[config.mk]
export PLATFORM = sky130hd
export DESIGN_NAME = trace_token_rare_capture
export DESIGN_NICKNAME = d
export VERILOG_FILES = /design/src/rtl/trc_pkg.sv /design/src/rtl/trace_token_rare_capture.sv /design/src/rtl/trc_cell.sv /design/src/rtl/trc_drain.sv
export SDC_FILE = /design/constraint.sdc
export NUM_CORES = 1
export LEC_CHECK = 0
export BUFFER_PORTS_ARGS = -buffer_cell sky130_fd_sc_hd__buf_2
export CAP_MARGIN = 20
export CORE_ASPECT_RATIO = 1.4
export CORE_MARGIN = 5
export CORE_UTILIZATION = 50
export CTS_BUF_LIST = sky130_fd_sc_hd__clkbuf_8
export CTS_CLUSTER_DIAMETER = 120
export CTS_CLUSTER_SIZE = 20
export DETAILED_ROUTE_END_ITERATION = 10
export PLACE_DENSITY = 0.69
export SLEW_MARGIN = 40
export SYNTH_ARGS = -nofsm -noshare
export SYNTH_HDL_FRONTEND = slang
export SYNTH_HIERARCHICAL = 1
export SYNTH_SLANG_ARGS = --single-unit
[constraint.sdc]
create_clock -name clk -period 26.7 [get_ports clk]
set_input_delay 2.67 -clock clk [delete_from_list [all_inputs] [get_ports clk]]
set_output_delay 2.67 -clock clk [all_outputs]
set_load 0.05 [all_outputs]
[src/rtl/trc_pkg.sv]
`timescale 1ns / 1ps
`default_nettype none

package trc_pkg;

	// capture geometry
	localparam int CAP_BYTES    = 8;
	localparam int CAP_AGE_BITS = $clog2(CAP_BYTES);
	localparam int WIN_BITS     = CAP_BYTES * 8;
	localparam int CELLS        = CAP_BYTES - 1;
	localparam int SKIP_BITS    = 3;
	localparam int TYPE_BITS    = 4;
	localparam int NUM_TYPES    = 1 << TYPE_BITS;

	// configuration registers
	localparam int CFG_BITS     = 16;
	localparam int CFG_IDX_BITS = 1;
	localparam logic [CFG_IDX_BITS-1:0] REG_CAPTURE_LIMIT     = 1'b0;
	localparam logic [CFG_IDX_BITS-1:0] REG_CAPTURE_TYPE_MASK = 1'b1;
	localparam logic [CFG_BITS-1:0] LIMIT_RESET = 16'hFFFF;
	localparam logic [CFG_BITS-1:0] MASK_RESET  = 16'h81A4;

	// bytes still to skip after a token's first byte, by token type
	localparam logic [SKIP_BITS-1:0] SKIP_TABLE [NUM_TYPES] = '{
		3'd1, 3'd7, 3'd7, 3'd3, 3'd1, 3'd5, 3'd1, 3'd1,
		3'd1, 3'd1, 3'd1, 3'd7, 3'd5, 3'd3, 3'd7, 3'd5
	};

	// window snapshot handed from the cell row to the drain unit
	typedef struct packed {
		logic [WIN_BITS-1:0]  window;
		logic [CAP_BYTES-1:0] due;
		logic                 last;
	} snap_t;

endpackage

`default_nettype wire

[src/rtl/trace_token_rare_capture.sv]
`timescale 1ns / 1ps
`default_nettype none
// path: a capture passes the drain unit's snapshot register, then the output register
// throughput: one byte per cycle while the drain is ready; due captures drain one at a time
// a last byte with pending captures holds the input while all but the last of them drain
// reset: asynchronous, clears marks, skip count, offset, capture count and valid flags;
// window bytes and stored offsets are payload and are never read before being written

module trace_token_rare_capture #(
	parameter int OFFSET_BITS = 32
) (
	input  wire logic                             clk,
	input  wire logic                             arst_n,
	input  wire logic                             in_valid,
	output logic                                  in_stall,
	input  wire logic [7:0]                       byte_value,
	input  wire logic                             last_byte,
	output logic                                  out_valid,
	input  wire logic                             out_stall,
	output logic [trc_pkg::WIN_BITS-1:0]          contents,
	output logic [trc_pkg::TYPE_BITS-1:0]         token_type,
	output logic [OFFSET_BITS-1:0]                byte_offset,
	output logic                                  run_last,
	input  wire logic                             cfg_wr_en,
	input  wire logic [trc_pkg::CFG_IDX_BITS-1:0] cfg_index,
	input  wire logic [trc_pkg::CFG_BITS-1:0]     cfg_wdata
);
	import trc_pkg::*;

	logic [CFG_BITS-1:0]    limit_q;
	logic [CFG_BITS-1:0]    mask_q;
	logic [SKIP_BITS-1:0]   skip_q;
	logic [OFFSET_BITS-1:0] stream_off_q;

	logic                   in_acc;
	logic                   tok_start;
	logic [TYPE_BITS-1:0]   tok_type;
	logic                   new_mark;
	logic                   drain_ready;

	logic [7:0]             cell_byte_d [CELLS];
	logic                   cell_mark_d [CELLS];
	logic [OFFSET_BITS-1:0] cell_off_d  [CELLS];
	logic [7:0]             cell_byte   [CELLS];
	logic                   cell_mark   [CELLS];
	logic [OFFSET_BITS-1:0] cell_off    [CELLS];
	logic [CELLS-1:0]       chain_marks;

	logic [7:0]             view_byte [CAP_BYTES];
	logic [CAP_BYTES-1:0]   view_mark;
	logic [OFFSET_BITS-1:0] view_off  [CAP_BYTES];
	snap_t                  snap;
	logic                   snap_load;
	logic                   cnt_clear;

	// configuration registers
	always_ff @(posedge clk or negedge arst_n) begin
		if (!arst_n) begin
			limit_q <= LIMIT_RESET;
			mask_q  <= MASK_RESET;
		end else if (cfg_wr_en) begin
			case (cfg_index)
				REG_CAPTURE_LIMIT:     limit_q <= cfg_wdata;
				REG_CAPTURE_TYPE_MASK: mask_q  <= cfg_wdata;
				default: ;
			endcase
		end
	end

	assign in_acc    = in_valid && !in_stall;
	assign in_stall  = !drain_ready;
	assign tok_start = skip_q == '0;
	assign tok_type  = byte_value[TYPE_BITS-1:0];
	assign new_mark  = tok_start && mask_q[tok_type];

	// token length tracking
	always_ff @(posedge clk or negedge arst_n) begin
		if (!arst_n) begin
			skip_q <= '0;
		end else if (in_acc) begin
			if (last_byte) begin
				skip_q <= '0;
			end else if (tok_start) begin
				skip_q <= SKIP_TABLE[tok_type];
			end else begin
				skip_q <= skip_q - 3'd1;
			end
		end
	end

	// saturating stream offset
	always_ff @(posedge clk or negedge arst_n) begin
		if (!arst_n) begin
			stream_off_q <= '0;
		end else if (in_acc) begin
			if (last_byte) begin
				stream_off_q <= '0;
			end else if (stream_off_q != '1) begin
				stream_off_q <= stream_off_q + 1'b1;
			end
		end
	end

	// neighbor feeds of the cell row
	always_comb begin
		for (int i = 0; i < CELLS; i++) begin
			if (i == 0) begin
				cell_byte_d[i] = byte_value;
				cell_mark_d[i] = new_mark;
				cell_off_d[i]  = stream_off_q;
			end else begin
				cell_byte_d[i] = cell_byte[i-1];
				cell_mark_d[i] = cell_mark[i-1];
				cell_off_d[i]  = cell_off[i-1];
			end
		end
	end

	for (genvar g = 0; g < CELLS; g++) begin : g_cell
		trc_cell #(
			.OFF_BITS (OFFSET_BITS)
		) u_cell (
			.clk    (clk),
			.arst_n (arst_n),
			.shift  (in_acc),
			.clear  (last_byte),
			.byte_d (cell_byte_d[g]),
			.mark_d (cell_mark_d[g]),
			.off_d  (cell_off_d[g]),
			.byte_q (cell_byte[g]),
			.mark_q (cell_mark[g]),
			.off_q  (cell_off[g])
		);
		assign chain_marks[g] = cell_mark[g];
	end

	// window as it stands once this item is taken in
	always_comb begin
		for (int j = 0; j < CAP_BYTES; j++) begin
			if (j == 0) begin
				view_byte[j] = byte_value;
				view_mark[j] = new_mark;
				view_off[j]  = stream_off_q;
			end else begin
				view_byte[j] = cell_byte[j-1];
				view_mark[j] = cell_mark[j-1];
				view_off[j]  = cell_off[j-1];
			end
		end
	end

	// snapshot for the drain unit: full captures, or everything at stream end
	always_comb begin
		for (int k = 0; k < CAP_BYTES; k++) begin
			snap.window[8*k +: 8] = view_byte[CAP_BYTES-1-k];
		end
		snap.due  = last_byte ? view_mark
		                      : (view_mark & {1'b1, {(CAP_BYTES-1){1'b0}}});
		snap.last = last_byte;
	end

	assign snap_load = in_acc && (snap.due != '0);
	assign cnt_clear = in_acc && last_byte && (snap.due == '0);

	trc_drain #(
		.OFF_BITS (OFFSET_BITS)
	) u_drain (
		.clk         (clk),
		.arst_n      (arst_n),
		.load        (snap_load),
		.snap        (snap),
		.snap_off    (view_off),
		.cnt_clear   (cnt_clear),
		.limit       (limit_q),
		.ready       (drain_ready),
		.out_valid   (out_valid),
		.out_stall   (out_stall),
		.contents    (contents),
		.token_type  (token_type),
		.byte_offset (byte_offset),
		.run_last    (run_last)
	);

	a_stream_end_clear: assert property (@(posedge clk) disable iff (!arst_n)
		in_acc && last_byte |=> skip_q == '0 && stream_off_q == '0 && chain_marks == '0)
		else $error("stream state not cleared after last item");

	a_marks_spaced: assert property (@(posedge clk) disable iff (!arst_n)
		$countones(chain_marks) <= 4)
		else $error("too many pending captures in cell row");

	a_skip_counts_down: assert property (@(posedge clk) disable iff (!arst_n)
		in_acc && !last_byte && !tok_start |=> skip_q == $past(skip_q) - 3'd1)
		else $error("skip count did not step down");

endmodule

`default_nettype wire

[src/rtl/trc_cell.sv]
`timescale 1ns / 1ps
`default_nettype none

module trc_cell #(
	parameter int OFF_BITS = 32
) (
	input  wire logic                clk,
	input  wire logic                arst_n,
	input  wire logic                shift,
	input  wire logic                clear,
	input  wire logic [7:0]          byte_d,
	input  wire logic                mark_d,
	input  wire logic [OFF_BITS-1:0] off_d,
	output logic      [7:0]          byte_q,
	output logic                     mark_q,
	output logic      [OFF_BITS-1:0] off_q
);

	// pending capture mark, dropped at stream end
	always_ff @(posedge clk or negedge arst_n) begin
		if (!arst_n) begin
			mark_q <= 1'b0;
		end else if (shift) begin
			mark_q <= clear ? 1'b0 : mark_d;
		end
	end

	// byte and token start offset move along with the mark
	always_ff @(posedge clk) begin
		if (shift) begin
			byte_q <= byte_d;
			off_q  <= off_d;
		end
	end

endmodule

`default_nettype wire

[src/rtl/trc_drain.sv]
`timescale 1ns / 1ps
`default_nettype none

module trc_drain #(
	parameter int OFF_BITS = 32
) (
	input  wire logic                          clk,
	input  wire logic                          arst_n,
	input  wire logic                          load,
	input  wire trc_pkg::snap_t                snap,
	input  wire logic [OFF_BITS-1:0]           snap_off [trc_pkg::CAP_BYTES],
	input  wire logic                          cnt_clear,
	input  wire logic [trc_pkg::CFG_BITS-1:0]  limit,
	output logic                               ready,
	output logic                               out_valid,
	input  wire logic                          out_stall,
	output logic [trc_pkg::WIN_BITS-1:0]       contents,
	output logic [trc_pkg::TYPE_BITS-1:0]      token_type,
	output logic [OFF_BITS-1:0]                byte_offset,
	output logic                               run_last
);
	import trc_pkg::*;

	logic                    snap_valid_q;
	logic [CAP_BYTES-1:0]    due_q;
	logic                    last_q;
	logic [WIN_BITS-1:0]     win_q;
	logic [OFF_BITS-1:0]     off_q [CAP_BYTES];
	logic [CFG_BITS-1:0]     emitted_q;
	logic [CAP_AGE_BITS-1:0] age;
	logic [CAP_BYTES-1:0]    rest;
	logic                    rest_any;
	logic                    allow;
	logic                    more;
	logic                    out_free;
	logic                    step;

	// oldest pending capture first
	always_comb begin
		age = '0;
		for (int i = 0; i < CAP_BYTES; i++) begin
			if (due_q[i]) age = CAP_AGE_BITS'(i);
		end
	end

	assign rest     = due_q & ~({{(CAP_BYTES-1){1'b0}}, 1'b1} << age);
	assign rest_any = |rest;
	assign allow    = emitted_q < limit;
	assign more     = rest_any && (({1'b0, emitted_q} + 17'd1) < {1'b0, limit});
	assign out_free = !out_valid || !out_stall;
	assign step     = snap_valid_q && (!allow || out_free);
	assign ready    = !snap_valid_q || (step && !rest_any);

	// snapshot control
	always_ff @(posedge clk or negedge arst_n) begin
		if (!arst_n) begin
			snap_valid_q <= 1'b0;
			due_q        <= '0;
			last_q       <= 1'b0;
		end else if (load) begin
			snap_valid_q <= 1'b1;
			due_q        <= snap.due;
			last_q       <= snap.last;
		end else if (step) begin
			snap_valid_q <= rest_any;
			due_q        <= rest;
		end
	end

	// snapshot payload
	always_ff @(posedge clk) begin
		if (load) begin
			win_q <= snap.window;
			off_q <= snap_off;
		end
	end

	// captures emitted in this stream
	always_ff @(posedge clk or negedge arst_n) begin
		if (!arst_n) begin
			emitted_q <= '0;
		end else if (cnt_clear) begin
			emitted_q <= '0;
		end else if (step) begin
			if (!rest_any && last_q) begin
				emitted_q <= '0;
			end else if (allow) begin
				emitted_q <= emitted_q + 16'd1;
			end
		end
	end

	// output register
	always_ff @(posedge clk or negedge arst_n) begin
		if (!arst_n) begin
			out_valid <= 1'b0;
		end else if (step && allow) begin
			out_valid <= 1'b1;
		end else if (!out_stall) begin
			out_valid <= 1'b0;
		end
	end

	// window bytes from the token start, oldest byte lowest
	always_ff @(posedge clk) begin
		if (step && allow) begin
			contents    <= win_q >> {~age, 3'b000};
			token_type  <= win_q[{~age, 3'b000} +: TYPE_BITS];
			byte_offset <= off_q[age];
			run_last    <= !more;
		end
	end

	a_snap_has_due: assert property (@(posedge clk) disable iff (!arst_n)
		snap_valid_q |-> due_q != '0)
		else $error("drain snapshot held with nothing due");

	a_count_cleared: assert property (@(posedge clk) disable iff (!arst_n)
		step && !rest_any && last_q |=> emitted_q == '0)
		else $error("capture count not cleared at stream end");

	a_load_ready: assert property (@(posedge clk) disable iff (!arst_n)
		load |-> ready)
		else $error("snapshot loaded while drain busy");

endmodule

`default_nettype wire
==> results of run 1 <==
[layer usage]
layer / vias up / wire [um] / GRT usage (%)
met5: - / 13 / 0
met4: 2 / 1380 / 4.90
met3: 90 / 2960 / 2.52
met2: 452 / 30900 / 30.9
met1: 8745 / 25100 / 22.8
li1: 8082 / - / -
[final cells by class]
cell class / count / area, um^2 / share of cell area, %
Clock buffer: 48 / 661 / 1.96
Timing Repair Buffer: 159 / 956 / 2.84
Multi-Input combinational cell: 1166 / 7250 / 21.5
Inverter: 38 / 155 / 0.461
Tap cell: 825 / 1030 / 3.07
Clock inverter: 26 / 101 / 0.301
Antenna cell: 1 / 2.50 / 0.00744
Sequential cell: 798 / 23500 / 69.8
[path summary, 6_finish.rpt]
check | startpoint | end | slack, ns | cells after the start
max | out_stall | u_drain/off_q[75] | 20.11 | 12
max in group asynchronous | arst_n | stream_off_q[9] | 23.74 | 2
min in group asynchronous | arst_n | u_drain/out_valid | 1.93 | 1
min | g_cell[6].u_cell/off_q[6] | u_drain/off_q[6] | 0.42 | 0
max reg2reg | u_drain/due_q[7] | u_drain/off_q[75] | 20.33 | 14
min reg2reg | g_cell[6].u_cell/off_q[6] | u_drain/off_q[6] | 0.42 | 0
[flip-flops by register name, summed over array words and instances, names as in the netlist]
| name | cells |
|---|---|
| u_drain/win_q | 64 |
| u_drain/emitted_q | 16 |
| u_drain/run_last | 1 |
| mask_q | 16 |
| u_drain/out_valid | 1 |
| g_cell.u_cell/byte_q | 56 |
| g_cell.u_cell/off_q | 224 |
| u_drain/snap_valid_q | 1 |
| limit_q | 16 |
| g_cell.u_cell/mark_q | 7 |
| u_drain/contents | 64 |
| u_drain/off_q | 256 |
| u_drain/byte_offset | 32 |
| stream_off_q | 32 |
| u_drain/due_q | 8 |
| u_drain/last_q | 1 |
| skip_q | 3 |
[worst max-delay path, cell delays in order]
cell      delay [ns]
buf_2           0.10
nand2_1         0.17
a211oi_2        0.07
o21ai_1         0.40
nand2_2         0.49
inv_12          0.63
o21ai_0         0.30
nor2_4          0.31
buf_8           0.21
buf_16          0.18
buf_6           0.52
buf_6           0.63
[cells by family (layout without fill, tap and decap cells)]
logic type / Yosys count / in the layout
fa+ha+maj: 38 / 38
compound gates: 288 / 288
mux: 93 / 93
simple gates: 730 / 730
buf+inv: 155 / 271
flops: 798 / 798
xor+xnor: 17 / 17
other cells: 0 / 1
[power breakdown]
group	switching, mW	leakage (nW)	internal, mW
clock network	0.348	0.478	0.167
logic	0.433	3.50	0.175
registers	0.0671	7.89	1.57
[metrics by stage]
step | hold WS [ns] | utilization [%] | instance area, um^2
final | 0.417 | 54.2 | 33600
after floorplan | 0.400 | - | 31400
after detailed placement | 0.405 | 53.0 | 32800
after global routing | 0.433 | 54.2 | 33600
after CTS | 0.419 | 54.2 | 33600
after global placement | 0.400 | 52.7 | 32700
[layout by cell type, fill, tap and decap left out, types with 11 or more instances in the layout]
master / count
a22o_1: 11
nand2_1: 268
inv_1: 62
buf_2: 132
nor2_1: 142
a21oi_1: 26
dfstp_2: 21
or3_1: 11
and3_1: 12
mux2_2: 41
dfrtp_1: 80
o21ai_0: 119
buf_6: 12
o211ai_1: 31
clkbuf_8: 48
or4_1: 11
ha_1: 37
and2_1: 18
buf_4: 11
xnor2_1: 12
o21ai_1: 11
edfxtp_1: 697
nand3_1: 188
o31ai_1: 12
mux4_2: 17
mux2i_1: 35
==> metrics.txt, run 1 <==
maximum number of pins on one net before global-route repair=roughly 130; number of synthesized flops with an enable pin=about 700; Worst Path Arrival=slightly below 7 ns; router iterations before antenna repair=5; H-Tree Level Count=2; antenna violations before repair=2; number of unique standard cell types used by synthesis=80; Async SR Flop Fraction=between 10% and 20%; final worst-path setup slack=20.11 ns; Gates resized, CTS repair=0; post-synthesis instance area=between 0.03 and 0.04 mm^2; setup repair after global routing missed its margin=no; worst skew pair latency=roughly 0.67 ns; Syn Inst Count=approximately 2,100; list of most frequent post-synthesis cells=697 x edfxtp_1, 269 x nand2_1, 188 x nand3_1, 144 x nor2_1, 119 x o21ai_0; GRT Resource Usage Total=about 17%; mean instance size in the synthesized netlist=14.8 um^2; post-synthesis xor/xnor area fraction=0.475%; vias after detailed routing=around 17,000; Least-Margin Pin Slew=between 0.8 and 0.9 ns; count of filler cells inserted in the layout=~5,000; Post-DP HPWL=~37 mm; port bufs=133; number of DRC violations after detailed routing=0; maximum clock insertion buffer count=3; post-synthesis simple-gate area fraction=a little over a tenth; Post-Layout Cell Count=between 3,000 and 4,000; Relative slew margins=a little under half; Max-cap violations=0; Post-CTS Repair Setup Buffers=0; upper clock frequency limit=approximately 0.15 GHz; final count of hold timing violations=0; ports placed on the boundary=134; area share of the largest cell type after synthesis=between 60 and 70%; worst setup path class=in2reg; net count after synthesis=2,187; die extent in y=between 300 and 400 um; Final Net Count=between 2,000 and 2,500; Setup-failing EPs final=0; GPL Wtd Cong=between 0.8 and 0.9; worst slack at placement=19.16 ns; number of sinks handled by clock tree synthesis=~800; Max VDD drop=about 0.000051 V; largest family of logic cells by synthesized area=simple AND/OR/NAND/NOR gates; overall routed net length=about 60 mm; ratio of cells with drive above 1 in the final layout=14.4%; Area Growth Syn to Fin=7.29%; initial core utilization=about half; Total Die Area=0.0679 mm^2; Synth Warn #=6; Clk Tree Root Cell=clkbuf_8; compound-gate portion of the synthesized area=under 10%; pwr dens=approximately 82 mW/mm^2; cell with the most instances after synthesis=edfxtp_1; Inst Count DP=slightly below 3,000; Die X-Extent=222 um; Synth area leaders=edfxtp_1 67%, dfrtp_1 6.4%, nand2_1 3.2%, nand3_1 3.0%, o21ai_0 1.9%; Core Box Area=0.0620 mm^2; status=finished clean; clock buffers created by TritonCTS=45; Post-CTS Hold Buffers=0; fraction of the yosys area taken by sequential cells=around three quarters; Primary FF master, synth=edfxtp_1; post-DR vias/cell=between 5 and 6; number of global-route vias before repair=17,800; type of destination of the critical path=flip-flop; global-route wire length before repair=97.1 mm; part of the cycle the worst path needs=24.7%; clock edge transition at the registers on the reported setup and hold paths=roughly 0.13 ns; CP Max Fanout=131; average routed wire per standard cell=19.7 um; clock tree from TritonCTS=built; startpoint types=input port; number of placement rows=108; required time worst endpoint=~27 ns; dominant cell type by area after synthesis=edfxtp_1; final global-route overflow total=0; count of nets left with antenna violations after detail routing=0; mux cell area share after synthesis=about 3.8%; final total power=around 2.8 mW; final critical path time including I/O delays and setup=approximately 6.6 ns; First DRT Iteration DRCs=~1,500; Setup Skew=between 0.03 and 0.04 ns; total negative setup slack=0 ns; number of pins exceeding their max-slew limit in the final report=0; register bit total from synthesis=798; class of the worst hold path=reg2reg; Synth Area in Adders=1.51%; leakage power=between 10 and 15 nW
No activity file was read; power rests on OpenSTA's default activity.
==> inputs of run 2 (changes only) <==
--- a/config.mk
+++ b/config.mk
@@ -5,6 +5,7 @@
 export SDC_FILE = /design/constraint.sdc
 export NUM_CORES = 1
 export LEC_CHECK = 0
+export ABC_AREA = 1
 export BUFFER_PORTS_ARGS = -buffer_cell sky130_fd_sc_hd__buf_2
 export CAP_MARGIN = 20
 export CORE_ASPECT_RATIO = 1.4
@@ -14,7 +15,7 @@
 export CTS_CLUSTER_DIAMETER = 120
 export CTS_CLUSTER_SIZE = 20
 export DETAILED_ROUTE_END_ITERATION = 10
-export PLACE_DENSITY = 0.69
+export PLACE_DENSITY = 0.67
 export SLEW_MARGIN = 40
 export SYNTH_ARGS = -nofsm -noshare
 export SYNTH_HDL_FRONTEND = slang
==> constraint.sdc (replaced) <==
create_clock -name clk -period 6.85 [get_ports clk]
set_input_delay 0.685 -clock clk [delete_from_list [all_inputs] [get_ports clk]]
set_output_delay 0.685 -clock clk [all_outputs]
set_load 0.05 [all_outputs]
==> metrics.txt, run 2 <==
status=finished clean; router iterations before antenna repair=6 (+1); Setup-failing EPs final=0 (unchanged); startpoint of the worst setup timing path=u_drain/due_q[7]; Post-Layout Cell Count=3,347 (+9.3%); Final Hold Slack=0.199 ns (-0.218 ns); list of most frequent post-synthesis cells=697 x edfxtp_1, 590 x nand2_1, 225 x inv_1, 138 x o21ai_0, 133 x nand3_1; area share of the largest cell type after synthesis=67.5% (+0.71 points); largest registers=u_drain/off_q x256, g_cell.u_cell/off_q x224; H-Tree Level Count=2 (unchanged); Async SR Flop Fraction=12.7% (unchanged); pwr dens=374 mW/mm^2 (+360%); Setup Skew=0.0606 ns (+0.0264 ns); net count after synthesis=2,433 (+11%); leakage power=12.4 nW (+4.7%); end of the worst hold path=u_drain/win_q[62]; flip-flop count of the largest register after layout=256 (unchanged); post-DR vias/cell=5.33 (-6.2%); type of destination of the critical path=output pin; final count of hold timing violations=0 (unchanged); dominant cell type by area after synthesis=edfxtp_1; final critical path time including I/O delays and setup=approximately 4.3 ns; upper clock frequency limit=~0.23 GHz; number of pins exceeding their max-slew limit in the final report=0 (unchanged); die extent in y=305 um (-0.51%); average routed wire per standard cell=19.0 um (-3.9%); vias after detailed routing=17,800 (+2.6%); CP Max Fanout=43 (-67%); Clk Tree Root Cell=clkbuf_8; Max-cap violations=0 (unchanged); number of synthesized flops with an enable pin=697 (unchanged); maximum number of pins on one net before global-route repair=133 (+0.76%); Syn Inst Count=2,365 (+12%); maximum clock insertion buffer count=3 (unchanged); number of cells on the worst reg-to-reg path=12 (-2); Post-DP HPWL=40.4 mm (+11%); setup slack of the most critical reg-to-reg path=2.55 ns (-17.78 ns); final global-route overflow total=0 (unchanged); critical register-to-register path endpoint=u_drain/off_q[34]; Total Die Area=0.0672 mm^2 (-1.0%); number of sinks handled by clock tree synthesis=798 (unchanged); Least-Margin Pin Slew=0.815 ns (-0.00451 ns); most common cell after layout, fill and taps aside=edfxtp_1; Final Net Count=2,553 (+12%); Synth Warn #=6 (unchanged); fraction of the yosys area taken by sequential cells=75.7% (+0.79 points); First DRT Iteration DRCs=1,416 (-6.3%); register bit total from synthesis=798 (unchanged); worst skew pair latency=0.68 ns (about the same); Die X-Extent=221 um (-0.50%); Top reg by flops=u_drain/off_q; Area Growth Syn to Fin=7.93%; part of the cycle the worst path needs=between 60% and 70%; Core Util, Final=54.2% (about the same); final worst-path setup slack=2.52 ns (-17.59 ns); Worst Path Arrival=3.64 ns (-3.23 ns); clock edge transition at the registers on the reported setup and hold paths=0.13 ns (about the same); Synth area leaders=edfxtp_1 67%, nand2_1 7.1%, dfrtp_1 6.5%, inv_1 2.7%, o21ai_0 2.2%; number of placement rows=108 (unchanged); startpoint types=flip-flop; antenna violations before repair=1 (-1); global-route wire length before repair=100 mm (+3.2%); mean instance size in the synthesized netlist=13.1 um^2 (-11%); post-synthesis instance area=0.0310 mm^2 (-1.0%); Inst Count DP=3,260 (+9.2%); GRT Resource Usage Total=18.9% (+1.4 points); total negative setup slack=0 ns (unchanged); number of DRC violations after detailed routing=0 (unchanged); Worst Hold Launch=byte_value[6]; worst slack at placement=2.63 ns (-16.53 ns); setup repair after global routing missed its margin=no; overall routed net length=63.4 mm (+5.1%); class of the worst hold path=in2reg; cell with the most instances after synthesis=edfxtp_1; clock buffers created by TritonCTS=46 (+2.2%); Max VDD drop=0.000218 V (+330%); number of unique standard cell types used by synthesis=47 (-41%); worst setup path class=reg2out; GPL Wtd Cong=0.885 (+10%); number of global-route vias before repair=17,900 (+0.59%); worst hold path stage count=1 (+1); count of nets left with antenna violations after detail routing=0 (unchanged); Gates resized, CTS repair=0 (unchanged); most frequent cells in the layout=697 x edfxtp_1, 584 x nand2_1, 252 x inv_1; reg-to-reg startpoint=u_drain/due_q[7]; clock tree from TritonCTS=built; Relative slew margins=45.7% (+0.30 points); port bufs=133 (unchanged); Core Box Area=0.0618 mm^2 (-0.44%); ports placed on the boundary=134 (unchanged); ratio of cells with drive above 1 in the final layout=11.5% (-2.9 points); Primary FF master, synth=edfxtp_1; initial core utilization=50.2% (-0.31 points); required time worst endpoint=6.16 ns (-20.82 ns)
==> run 2: cell types whose count changed in the layout (fill, tap and decap cells not counted), moves of 17 or more <==
cell / delta
a221oi_1: +60
and2_1: -17
inv_1: +190
mux4_2: -17
mux2i_1: -33
nand3_1: -56
mux2_2: -41
nor2_1: -26
nand2_1: +316
o211ai_1: -18
==> run 2: per-stage QoR <==
| stage | area [um^2] | power (mW) |
|---|---|---|
| after global routing | 33500 | 13.2 |
| after detailed placement | 32700 | 10.6 |
| after floorplan | 31100 | 9.61 |
| final | 33500 | 12.5 |
| after global placement | 32600 | 10.5 |
| after CTS | 33500 | 12.7 |
==> run 2: metal layers <==
metal	part of all wire (%)	up-vias	GRT usage (%)	wire (um)
met3	4.0	89	2.34	2520
met1	41	8789	24.7	25800
met5	0	-	0	0
met4	2.7	0	5.30	1690
met2	53	427	33.2	33400
li1	-	8519	-	-
==> run 2: cells by family after synthesis <==
family / count (synthesis) / synth area share, %
compound gates: 302 / 6.29
simple gates: 900 / 11.9
mux: 2 / 0.0645
flops: 798 / 75.7
xor+xnor: 13 / 0.367
buf+inv: 313 / 4.15
fa+ha+maj: 37 / 1.49
==> run 2: area by class of cell <==
type,instances,area (um^2)
Antenna cell,1,2.50
Clock buffer,46,633
Sequential cell,798,23500
Multi-Input combinational cell,1254,6360
Tap cell,825,1030
Fill cell,5144,28300
Clock inverter,38,165
Inverter,231,873
Timing Repair Buffer,154,935
==> run 2: worst max-delay path by stage <==
stage                                  end  slack [ns]
final                             in_stall        2.52
after CTS                         in_stall        2.45
after detailed placement  u_drain/off_q[3]        2.63
after global placement     stream_off_q[4]        2.41
after global routing              in_stall        2.25
after floorplan           u_drain/due_q[4]       -1.49
==> run 2: timing repair <==
action	4_1_cts	5_1_grt
hold endpoints to repair	3	0
buffers inserted	0	0
hold buffers	1	0
==> run 2: where the power goes <==
part / internal (mW) / switching, mW / total [mW]
clock network: 0.649 / 1.40 / 2.05
registers: 6.70 / 0.373 / 7.07
logic: 0.733 / 2.66 / 3.39
total: 8.08 / 4.44 / 12.5
==> run 2: critical path, stage by stage, from the launching register on <==
cell and delay, ns:
dfrtp_1 0.80, inv_2 0.16, nand2_2 0.18, a21oi_4 0.04, buf_4 0.27, inv_2 0.38, nand3_1 0.21, nand2_1 0.17
nand3_1 0.20, o21ai_4 0.25, inv_1 0.06, buf_2 0.22
